### config.mk
export PLATFORM = sky130hd
export DESIGN_NAME = three_char_word_radix_sort
export DESIGN_NICKNAME = d
export VERILOG_FILES = /design/src/rtl/tcwrs_pkg.sv /design/src/rtl/tcwrs_ctrl.sv /design/src/rtl/tcwrs_dpath.sv /design/src/rtl/three_char_word_radix_sort.sv
export SDC_FILE = /design/constraint.sdc
export NUM_CORES = 2
export LEC_CHECK = 0
export ABC_AREA = 1
export BUFFER_PORTS_ARGS = -buffer_cell sky130_fd_sc_hd__buf_2
export CORE_MARGIN = 2
export CORE_UTILIZATION = 45
export DETAILED_ROUTE_END_ITERATION = 12
export PLACE_DENSITY = 0.7
export SKIP_LAST_GASP = 1
export SLEW_MARGIN = 5
export SYNTH_ARGS = -nofsm -noshare
export SYNTH_HDL_FRONTEND = slang
export SYNTH_SLANG_ARGS = --single-unit
export TNS_END_PERCENT = 1
### constraint.sdc
create_clock -name clk_i -period 12.1 [get_ports clk_i]
set_input_delay 1.21 -clock clk_i [delete_from_list [all_inputs] [get_ports clk_i]]
set_output_delay 1.21 -clock clk_i [all_outputs]
set_load 0.02 [all_outputs]
### src/rtl/tcwrs_pkg.sv
package tcwrs_pkg;

  localparam int CHAR_W        = 7;
  localparam int KEY_W         = 3 * CHAR_W;
  localparam int DIGIT_W       = 4;
  localparam int RADIX         = 1 << DIGIT_W;
  localparam int NUM_PASSES    = (KEY_W + DIGIT_W - 1) / DIGIT_W;
  localparam int PASS_W        = $clog2(NUM_PASSES);
  localparam int PAD_W         = NUM_PASSES * DIGIT_W - KEY_W;
  localparam int TDATA_W       = ((KEY_W + 7) / 8) * 8;
  localparam int MAX_WORDS_DEF = 64;

  typedef enum logic [2:0] {
    ST_LOAD,
    ST_CLEAR,
    ST_COUNT,
    ST_PREFIX,
    ST_SCATTER,
    ST_EMIT_RD,
    ST_EMIT_CAP,
    ST_EMIT_WAIT
  } state_e;

  typedef struct packed {
    logic key_we;
    logic rd_en;
    logic src_b;
    logic clr_cnt;
    logic cnt_inc;
    logic pfx_step;
    logic scat_we;
    logic emit_load;
    logic emit_last;
  } cmd_t;

  typedef struct packed {
    logic out_taken;
  } sts_t;

endpackage

### src/rtl/tcwrs_ctrl.sv
module tcwrs_ctrl #(
  parameter int MAX_WORDS = tcwrs_pkg::MAX_WORDS_DEF,
  parameter int AW        = $clog2(MAX_WORDS),
  parameter int CW        = $clog2(MAX_WORDS + 1)
) (
  input  logic                            clk_i,
  input  logic                            rst_ni,
  input  logic                            s_valid_i,
  input  logic                            s_last_i,
  output logic                            s_ready_o,
  input  tcwrs_pkg::sts_t                 sts_i,
  output tcwrs_pkg::cmd_t                 cmd_o,
  output logic [AW-1:0]                   addr_o,
  output logic [tcwrs_pkg::PASS_W-1:0]    pass_o,
  output logic [tcwrs_pkg::DIGIT_W-1:0]   dig_o
);
  import tcwrs_pkg::*;

  localparam logic EmitFromB = (NUM_PASSES % 2) == 1;

  state_e               state_q, state_d;
  logic [CW-1:0]        wc_q, wc_d;
  logic [CW-1:0]        idx_q, idx_d;
  logic [DIGIT_W-1:0]   dig_q, dig_d;
  logic [PASS_W-1:0]    pass_q, pass_d;
  logic                 dv_q, dv_d;
  logic                 accept;
  logic                 rd_issue;

  always_ff @(posedge clk_i or negedge rst_ni) begin
    if (!rst_ni) begin
      state_q <= ST_LOAD;
      wc_q    <= '0;
      idx_q   <= '0;
      dig_q   <= '0;
      pass_q  <= '0;
      dv_q    <= 1'b0;
    end else begin
      state_q <= state_d;
      wc_q    <= wc_d;
      idx_q   <= idx_d;
      dig_q   <= dig_d;
      pass_q  <= pass_d;
      dv_q    <= dv_d;
    end
  end

  assign s_ready_o = (state_q == ST_LOAD);
  assign accept    = s_valid_i && s_ready_o;
  assign rd_issue  = (idx_q != wc_q);
  assign pass_o    = pass_q;
  assign dig_o     = dig_q;

  always_comb begin
    state_d = state_q;
    wc_d    = wc_q;
    idx_d   = idx_q;
    dig_d   = dig_q;
    pass_d  = pass_q;
    dv_d    = 1'b0;
    cmd_o   = '0;
    cmd_o.src_b = pass_q[0];
    addr_o  = idx_q[AW-1:0];

    case (state_q)
      ST_LOAD: begin
        addr_o = wc_q[AW-1:0];
        if (accept) begin
          cmd_o.key_we = 1'b1;
          wc_d = wc_q + CW'(1);
          // a full store closes the set even without the last flag
          if (s_last_i || (wc_q + CW'(1) == CW'(MAX_WORDS))) begin
            pass_d  = '0;
            state_d = ST_CLEAR;
          end
        end
      end
      ST_CLEAR: begin
        cmd_o.clr_cnt = 1'b1;
        idx_d   = '0;
        state_d = ST_COUNT;
      end
      ST_COUNT: begin
        cmd_o.rd_en   = rd_issue;
        cmd_o.cnt_inc = dv_q;
        dv_d = rd_issue;
        if (rd_issue) begin
          idx_d = idx_q + CW'(1);
        end else if (!dv_q) begin
          dig_d   = '0;
          state_d = ST_PREFIX;
        end
      end
      ST_PREFIX: begin
        cmd_o.pfx_step = 1'b1;
        dig_d = dig_q + DIGIT_W'(1);
        if (dig_q == DIGIT_W'(RADIX - 1)) begin
          idx_d   = '0;
          state_d = ST_SCATTER;
        end
      end
      ST_SCATTER: begin
        cmd_o.rd_en   = rd_issue;
        cmd_o.scat_we = dv_q;
        dv_d = rd_issue;
        if (rd_issue) begin
          idx_d = idx_q + CW'(1);
        end else if (!dv_q) begin
          idx_d = '0;
          if (pass_q == PASS_W'(NUM_PASSES - 1)) begin
            state_d = ST_EMIT_RD;
          end else begin
            pass_d  = pass_q + PASS_W'(1);
            state_d = ST_CLEAR;
          end
        end
      end
      ST_EMIT_RD: begin
        cmd_o.src_b = EmitFromB;
        cmd_o.rd_en = 1'b1;
        state_d = ST_EMIT_CAP;
      end
      ST_EMIT_CAP: begin
        cmd_o.src_b     = EmitFromB;
        cmd_o.emit_load = 1'b1;
        cmd_o.emit_last = (idx_q == wc_q - CW'(1));
        state_d = ST_EMIT_WAIT;
      end
      ST_EMIT_WAIT: begin
        cmd_o.src_b = EmitFromB;
        if (sts_i.out_taken) begin
          if (idx_q == wc_q - CW'(1)) begin
            wc_d    = '0;
            idx_d   = '0;
            state_d = ST_LOAD;
          end else begin
            idx_d   = idx_q + CW'(1);
            state_d = ST_EMIT_RD;
          end
        end
      end
      default: begin
        state_d = ST_LOAD;
      end
    endcase
  end

endmodule

### src/rtl/tcwrs_dpath.sv
module tcwrs_dpath #(
  parameter int MAX_WORDS = tcwrs_pkg::MAX_WORDS_DEF,
  parameter int AW        = $clog2(MAX_WORDS),
  parameter int CW        = $clog2(MAX_WORDS + 1)
) (
  input  logic                            clk_i,
  input  logic                            rst_ni,
  input  tcwrs_pkg::cmd_t                 cmd_i,
  output tcwrs_pkg::sts_t                 sts_o,
  input  logic [AW-1:0]                   addr_i,
  input  logic [tcwrs_pkg::PASS_W-1:0]    pass_i,
  input  logic [tcwrs_pkg::DIGIT_W-1:0]   dig_i,
  input  logic [tcwrs_pkg::TDATA_W-1:0]   in_data_i,
  input  logic                            out_ready_i,
  output logic                            out_valid_o,
  output logic                            out_last_o,
  output logic [tcwrs_pkg::TDATA_W-1:0]   out_data_o
);
  import tcwrs_pkg::*;

  logic [KEY_W-1:0]   mem_a [MAX_WORDS];
  logic [KEY_W-1:0]   mem_b [MAX_WORDS];
  logic [KEY_W-1:0]   rd_a_q, rd_b_q;
  logic [CW-1:0]      cnt_q [RADIX];
  logic [CW-1:0]      acc_q;
  logic [KEY_W-1:0]   in_key;
  logic [KEY_W-1:0]   rd_key;
  logic [KEY_W-1:0]   wdata;
  logic [AW-1:0]      waddr;
  logic               a_we, b_we;
  logic [NUM_PASSES*DIGIT_W-1:0] key_pad;
  logic [DIGIT_W-1:0] digit;
  logic [DIGIT_W-1:0] cidx;
  logic [CW-1:0]      cval;
  logic               out_valid_q, out_last_q;
  logic [KEY_W-1:0]   out_key_q;

  // first character goes to the top of the key
  assign in_key = {in_data_i[0 +: CHAR_W], in_data_i[CHAR_W +: CHAR_W],
                   in_data_i[2*CHAR_W +: CHAR_W]};

  assign rd_key  = cmd_i.src_b ? rd_b_q : rd_a_q;
  assign key_pad = {{PAD_W{1'b0}}, rd_key};
  assign digit   = key_pad[pass_i*DIGIT_W +: DIGIT_W];
  assign cidx    = cmd_i.pfx_step ? dig_i : digit;
  assign cval    = cnt_q[cidx];

  // scatter writes into the buffer that is not the source of this pass
  assign a_we  = cmd_i.key_we || (cmd_i.scat_we && cmd_i.src_b);
  assign b_we  = cmd_i.scat_we && !cmd_i.src_b;
  assign wdata = cmd_i.key_we ? in_key : rd_key;
  assign waddr = cmd_i.key_we ? addr_i : cval[AW-1:0];

  always_ff @(posedge clk_i) begin
    if (a_we) begin
      mem_a[waddr] <= wdata;
    end
    if (b_we) begin
      mem_b[waddr] <= wdata;
    end
    if (cmd_i.rd_en) begin
      rd_a_q <= mem_a[addr_i];
      rd_b_q <= mem_b[addr_i];
    end
  end

  // counts become start positions after the prefix sweep
  always_ff @(posedge clk_i or negedge rst_ni) begin
    if (!rst_ni) begin
      for (int i = 0; i < RADIX; i++) begin
        cnt_q[i] <= '0;
      end
      acc_q <= '0;
    end else if (cmd_i.clr_cnt) begin
      for (int i = 0; i < RADIX; i++) begin
        cnt_q[i] <= '0;
      end
      acc_q <= '0;
    end else if (cmd_i.cnt_inc || cmd_i.scat_we) begin
      cnt_q[cidx] <= cval + CW'(1);
    end else if (cmd_i.pfx_step) begin
      cnt_q[cidx] <= acc_q;
      acc_q       <= acc_q + cval;
    end
  end

  always_ff @(posedge clk_i or negedge rst_ni) begin
    if (!rst_ni) begin
      out_valid_q <= 1'b0;
      out_last_q  <= 1'b0;
    end else if (cmd_i.emit_load) begin
      out_valid_q <= 1'b1;
      out_last_q  <= cmd_i.emit_last;
    end else if (out_valid_q && out_ready_i) begin
      out_valid_q <= 1'b0;
    end
  end

  always_ff @(posedge clk_i) begin
    if (cmd_i.emit_load) begin
      out_key_q <= rd_key;
    end
  end

  assign sts_o.out_taken = out_valid_q && out_ready_i;
  assign out_valid_o     = out_valid_q;
  assign out_last_o      = out_last_q;
  assign out_data_o      = {{(TDATA_W - KEY_W){1'b0}}, out_key_q[0 +: CHAR_W],
                            out_key_q[CHAR_W +: CHAR_W], out_key_q[2*CHAR_W +: CHAR_W]};

endmodule

### src/rtl/three_char_word_radix_sort.sv
// loading: one word per cycle while tvalid is high; after the last word, 6 digit passes
// run over the n stored words, each a clear, a counting read of every word, a 16-step
// prefix sweep of the digit counters and a scattering read, all through the single read
// port of the key buffers
// output: each sorted word is read, captured and held until taken before the next is read
// reset: asynchronous active low, clears control, digit counters and output valid; buffers need no clearing
module three_char_word_radix_sort #(
  parameter int MAX_WORDS = tcwrs_pkg::MAX_WORDS_DEF
) (
  input  logic                          clk_i,
  input  logic                          rst_ni,
  input  logic                          s_axis_tvalid,
  output logic                          s_axis_tready,
  // char_first [6:0], char_second [13:7], char_third [20:14], zero [23:21]
  input  logic [tcwrs_pkg::TDATA_W-1:0] s_axis_tdata,
  input  logic                          s_axis_tlast,
  output logic                          m_axis_tvalid,
  input  logic                          m_axis_tready,
  // out_first [6:0], out_second [13:7], out_third [20:14], zero [23:21]
  output logic [tcwrs_pkg::TDATA_W-1:0] m_axis_tdata,
  output logic                          m_axis_tlast
);
  import tcwrs_pkg::*;

  localparam int AW = $clog2(MAX_WORDS);
  localparam int CW = $clog2(MAX_WORDS + 1);

  cmd_t                cmd;
  sts_t                sts;
  logic [AW-1:0]       addr;
  logic [PASS_W-1:0]   pass;
  logic [DIGIT_W-1:0]  dig;

  tcwrs_ctrl #(
    .MAX_WORDS (MAX_WORDS),
    .AW        (AW),
    .CW        (CW)
  ) u_ctrl (
    .clk_i     (clk_i),
    .rst_ni    (rst_ni),
    .s_valid_i (s_axis_tvalid),
    .s_last_i  (s_axis_tlast),
    .s_ready_o (s_axis_tready),
    .sts_i     (sts),
    .cmd_o     (cmd),
    .addr_o    (addr),
    .pass_o    (pass),
    .dig_o     (dig)
  );

  tcwrs_dpath #(
    .MAX_WORDS (MAX_WORDS),
    .AW        (AW),
    .CW        (CW)
  ) u_dpath (
    .clk_i       (clk_i),
    .rst_ni      (rst_ni),
    .cmd_i       (cmd),
    .sts_o       (sts),
    .addr_i      (addr),
    .pass_i      (pass),
    .dig_i       (dig),
    .in_data_i   (s_axis_tdata),
    .out_ready_i (m_axis_tready),
    .out_valid_o (m_axis_tvalid),
    .out_last_o  (m_axis_tlast),
    .out_data_o  (m_axis_tdata)
  );

`ifndef SYNTHESIS
  a_no_load_while_emit: assert property (@(posedge clk_i) disable iff (!rst_ni)
    !(s_axis_tready && m_axis_tvalid))
    else $error("input taken while a sorted word is pending");

  a_last_closes_set: assert property (@(posedge clk_i) disable iff (!rst_ni)
    (s_axis_tvalid && s_axis_tready && s_axis_tlast) |=> !s_axis_tready)
    else $error("loading continued after the last word");

  a_valid_from_capture: assert property (@(posedge clk_i) disable iff (!rst_ni)
    $rose(m_axis_tvalid) |-> $past(cmd.emit_load))
    else $error("output valid without a capture");

  a_single_writer: assert property (@(posedge clk_i) disable iff (!rst_ni)
    !(cmd.key_we && cmd.scat_we))
    else $error("load and scatter write in the same cycle");
`endif

endmodule
==> impl_metrics.json <==
{
  "outcome": "finished clean",
  "area_delta_synth_final_pct": 12.0,
  "maxCapViolCount": 0,
  "root_buffer": "clkbuf_16",
  "drv_slew": 0,
  "clk_pin_slew_worst_paths_ps": 60,
  "dp_slack_ps": 5310,
  "seq_area_frac_synth": 0.745,
  "finClkSkew_ps": 73.2,
  "synth_cell_types": 49,
  "max_slew_margin": 0.137,
  "grt.total_usage": 0.248,
  "detail-route-antenna-nets": 0,
  "first_pass_iters": 9,
  "nets": 9143,
  "num_vias": 78451,
  "routedWlPerCell_um": 26.2,
  "power_leakage_nw": 41.8,
  "tightest_slew_ps": 1290,
  "gp_congestion": 0.921,
  "synth_warnings": 0,
  "fp.dieH_um": 510,
  "cts.sinks": 2880,
  "stdcell_area_um2": 129000,
  "ys.flop_type": "edfxtp_1",
  "synth_compound_area_frac": 0.131,
  "p_total_mw": 37.8,
  "syn_area_per_cell_um2": 12.6,
  "via_per_inst": 6.19,
  "first_iter_violations": 12380,
  "synthSimpleGateAreaFrac": 0.0933,
  "setup_viol": 0,
  "synth-edff-count": 2751,
  "cts_tree": "built",
  "arrival_ps": 7450,
  "synth_mux_area_frac": 0,
  "totalNegativeSetupSlack_ps": 0,
  "fin_crit_ps": 6900,
  "synth-adder-area-share": 0.00148,
  "rsz0062_at_grt": "false",
  "hold_class": "input pin to asynchronous set/reset pin",
  "synth_area_um2": 115000,
  "finalCritPeriodShare": 0.570,
  "synth_xor_xnor_area_share": 0.00205,
  "worstSetupEndpointType": "flip-flop",
  "die_area_um2": 260000,
  "cts_setup_buffers": 0,
  "hold_violations": 0,
  "peakVddDrop_uv": 346,
  "antenna_found_initial": 16,
  "core_area_um2": 254000,
  "setup.worst_path.start_class": "flip-flop",
  "cts_buffers": 295,
  "synth_top_family_by_area": "compound AO/OA/AOI/OAI gates",
  "finish.utilization": 0.507,
  "ys_ff_latch": 2880,
  "dp_hpwl_um": 182000,
  "wl_um": 332000,
  "grt_pass1_vias": 73053,
  "ctsResizeCount": 0,
  "grt-ovfl-total": 0,
  "syn-instance-count": 9152,
  "initial_core_util": 0.453,
  "place_area_um2": 120000,
  "p_per_area_nw_per_um2": 293,
  "hold_buffers": 0,
  "worstPathRequired_ps": 12660,
  "rows": 185,
  "post-route-drc-count": 0,
  "h-tree-depth": 5,
  "setup_ws_ps": 5200,
  "die_w_um": 510,
  "path_class": "flip-flop to flip-flop",
  "critPathMaxFanout": 34,
  "grt_pass1_wl_um": 480000,
  "clockBufferDepth": 4,
  "clkLatencyLatePin_ps": 960,
  "ioPinCount": 56,
  "grt_max_degree": 181,
  "port_buffers": 49,
  "fmax_ghz": 0.145,
  "drive_gt1_frac": 0.0952,
  "synthArstFlopShare": 0.0448
}
## worst max-delay path, stage by stage, from the launching register on
cell and delay (ps):
dfrtp_1 470, o21ai_2 500, nand2_1 710, nand2_1 290, nand3_1 100, a21oi_1 170
nand2_2 80, buf_4 260, nand2_2 420, buf_4 430, inv_2 150, nand2_1 80
nand2_1 80, nand2_1 70, nand3_1 80, nand2_1 70, nand2_1 70, nor2_1 280
nand2_1 220, nand2_1 240, nand2_1 310, nor2_4 310, nand2_1 280, nor2_4 810
## placed cells by master (no fill, tap or decap), drive strengths merged, types with 2 or more instances in the layout
master | synthesis | layout
a22o | 3 | 3
nand2 | 613 | 613
buf | 40 | 292
xor2 | 20 | 20
o221ai | 164 | 164
ha | 12 | 12
clkinvlp | 0 | 17
o22ai | 698 | 698
diode | 0 | 4
clkinv | 1 | 80
nand3 | 178 | 178
nand3b | 3 | 3
o21ai | 1756 | 1756
a31oi | 12 | 12
o31ai | 3 | 3
nand4 | 11 | 11
inv | 165 | 167
nor2 | 1918 | 1918
o21bai | 4 | 4
bufinv | 0 | 22
dfrtp | 129 | 129
xnor2 | 7 | 7
clkbuf | 602 | 378
conb | 1 | 3
o21a | 5 | 5
edfxtp | 2751 | 2751
and3 | 2 | 2
o211ai | 9 | 9
nor3 | 13 | 13
a21oi | 23 | 23
a311oi | 2 | 2
## report_power, final
group          internal [mW]  switching, mW
combinational           3.22           11.9
sequential              13.8          0.162
clock                   5.06           3.65
## cell families (layout without fill, tap and decap cells)
family / after synthesis / in the layout
adders and majority gates: 13 / 13
AOI/OAI and AO/OA: 2683 / 2683
buffers and inverters: 808 / 956
xor gates and xnor gates: 27 / 27
DFF: 2880 / 2880
and+or+nand+nor: 2740 / 2740
other: 1 / 7
## per-stage QoR
stage	hold WS, ps	instances
after floorplan	449	9154
after global placement	464	12170
after detailed placement	467	12170
after CTS	402	12668
after global routing	481	12669
final	418	12672
## synthesized netlist by cell type (3+ instances only)
| cell type | n | share of area |
|---|---|---|
| buf_2 | 18 | 0.00078 |
| nand2_1 | 610 | 0.020 |
| dfrtp_1 | 129 | 0.028 |
| o21ai_2 | 4 | 0.00030 |
| inv_1 | 151 | 0.0049 |
| buf_1 | 12 | 0.00039 |
| inv_2 | 13 | 0.00042 |
| buf_4 | 8 | 0.00052 |
| nor2_8 | 4 | 0.00070 |
| nor3_1 | 13 | 0.00056 |
| o21a_1 | 5 | 0.00033 |
| xnor2_1 | 7 | 0.00053 |
| nand3_1 | 177 | 0.0077 |
| o22ai_1 | 698 | 0.038 |
| nand4_1 | 11 | 0.00060 |
| o221ai_1 | 164 | 0.012 |
| clkbuf_1 | 602 | 0.020 |
| nand2_2 | 3 | 0.00016 |
| a22o_1 | 3 | 0.00023 |
| nand3b_1 | 3 | 0.00020 |
| o21ai_0 | 1729 | 0.075 |
| ha_1 | 12 | 0.0013 |
| xor2_1 | 20 | 0.0015 |
| o21bai_1 | 4 | 0.00026 |
| o211ai_1 | 9 | 0.00059 |
| a31oi_1 | 12 | 0.00065 |
| nor2_1 | 1895 | 0.062 |
| nor2_4 | 10 | 0.00098 |
| a21oi_1 | 22 | 0.00096 |
| o31ai_1 | 3 | 0.00020 |
| nor2_2 | 9 | 0.00049 |
| edfxtp_1 | 2751 | 0.72 |
| o21ai_1 | 22 | 0.00096 |
## layer usage
layer,GRT usage,wire (um),vias to the layer above
li1,-,-,33652
met1,0.347,126000,38840
met2,0.367,147000,5270
met3,0.0606,43300,679
met4,0.110,15700,10
met5,0,61,-
## registers in the layout, indices dropped and copies added (netlist names), 4 cells and up
| signal | count |
|---|---|
| u_dpath.mem_a | 1344 |
| u_dpath.rd_a_q | 21 |
| u_ctrl.idx_q | 7 |
| u_dpath.out_key_q | 21 |
| u_ctrl.wc_q | 7 |
| u_dpath.rd_b_q | 21 |
| u_dpath.cnt_q | 96 |
| u_dpath.mem_b | 1344 |
| u_ctrl.dig_o | 4 |
| u_dpath.acc_q | 6 |
## layout make-up
class | count | area [um^2]
clock buffers | 378 | 7900
inverters | 166 | 654
flip-flops and latches | 2880 | 85800
multi-input cells | 5466 | 27000
repair buffers | 292 | 2230
fillers | 20876 | 125000
clock inverters | 120 | 1150
well taps | 3366 | 4210
diodes | 4 | 10.0
## worst paths after layout
path                                   endpoint         startpoint  depth (start not counted)  slack (ps)
max                        u_dpath.mem_a[9][19]  u_ctrl.state_q[1]                         23        5200
min                           u_dpath.cnt_q[30]             rst_ni                          1         420
max reg2reg                u_dpath.mem_a[9][19]  u_ctrl.state_q[1]                         23        5200
min reg2reg                   u_dpath.cnt_q[87]  u_dpath.cnt_q[87]                          2         480
max in group asynchronous     u_dpath.cnt_q[70]             rst_ni                          2       10330
min in group clk_i            u_dpath.cnt_q[87]  u_dpath.cnt_q[87]                          2         480
Power figures use the tool's default switching activity.
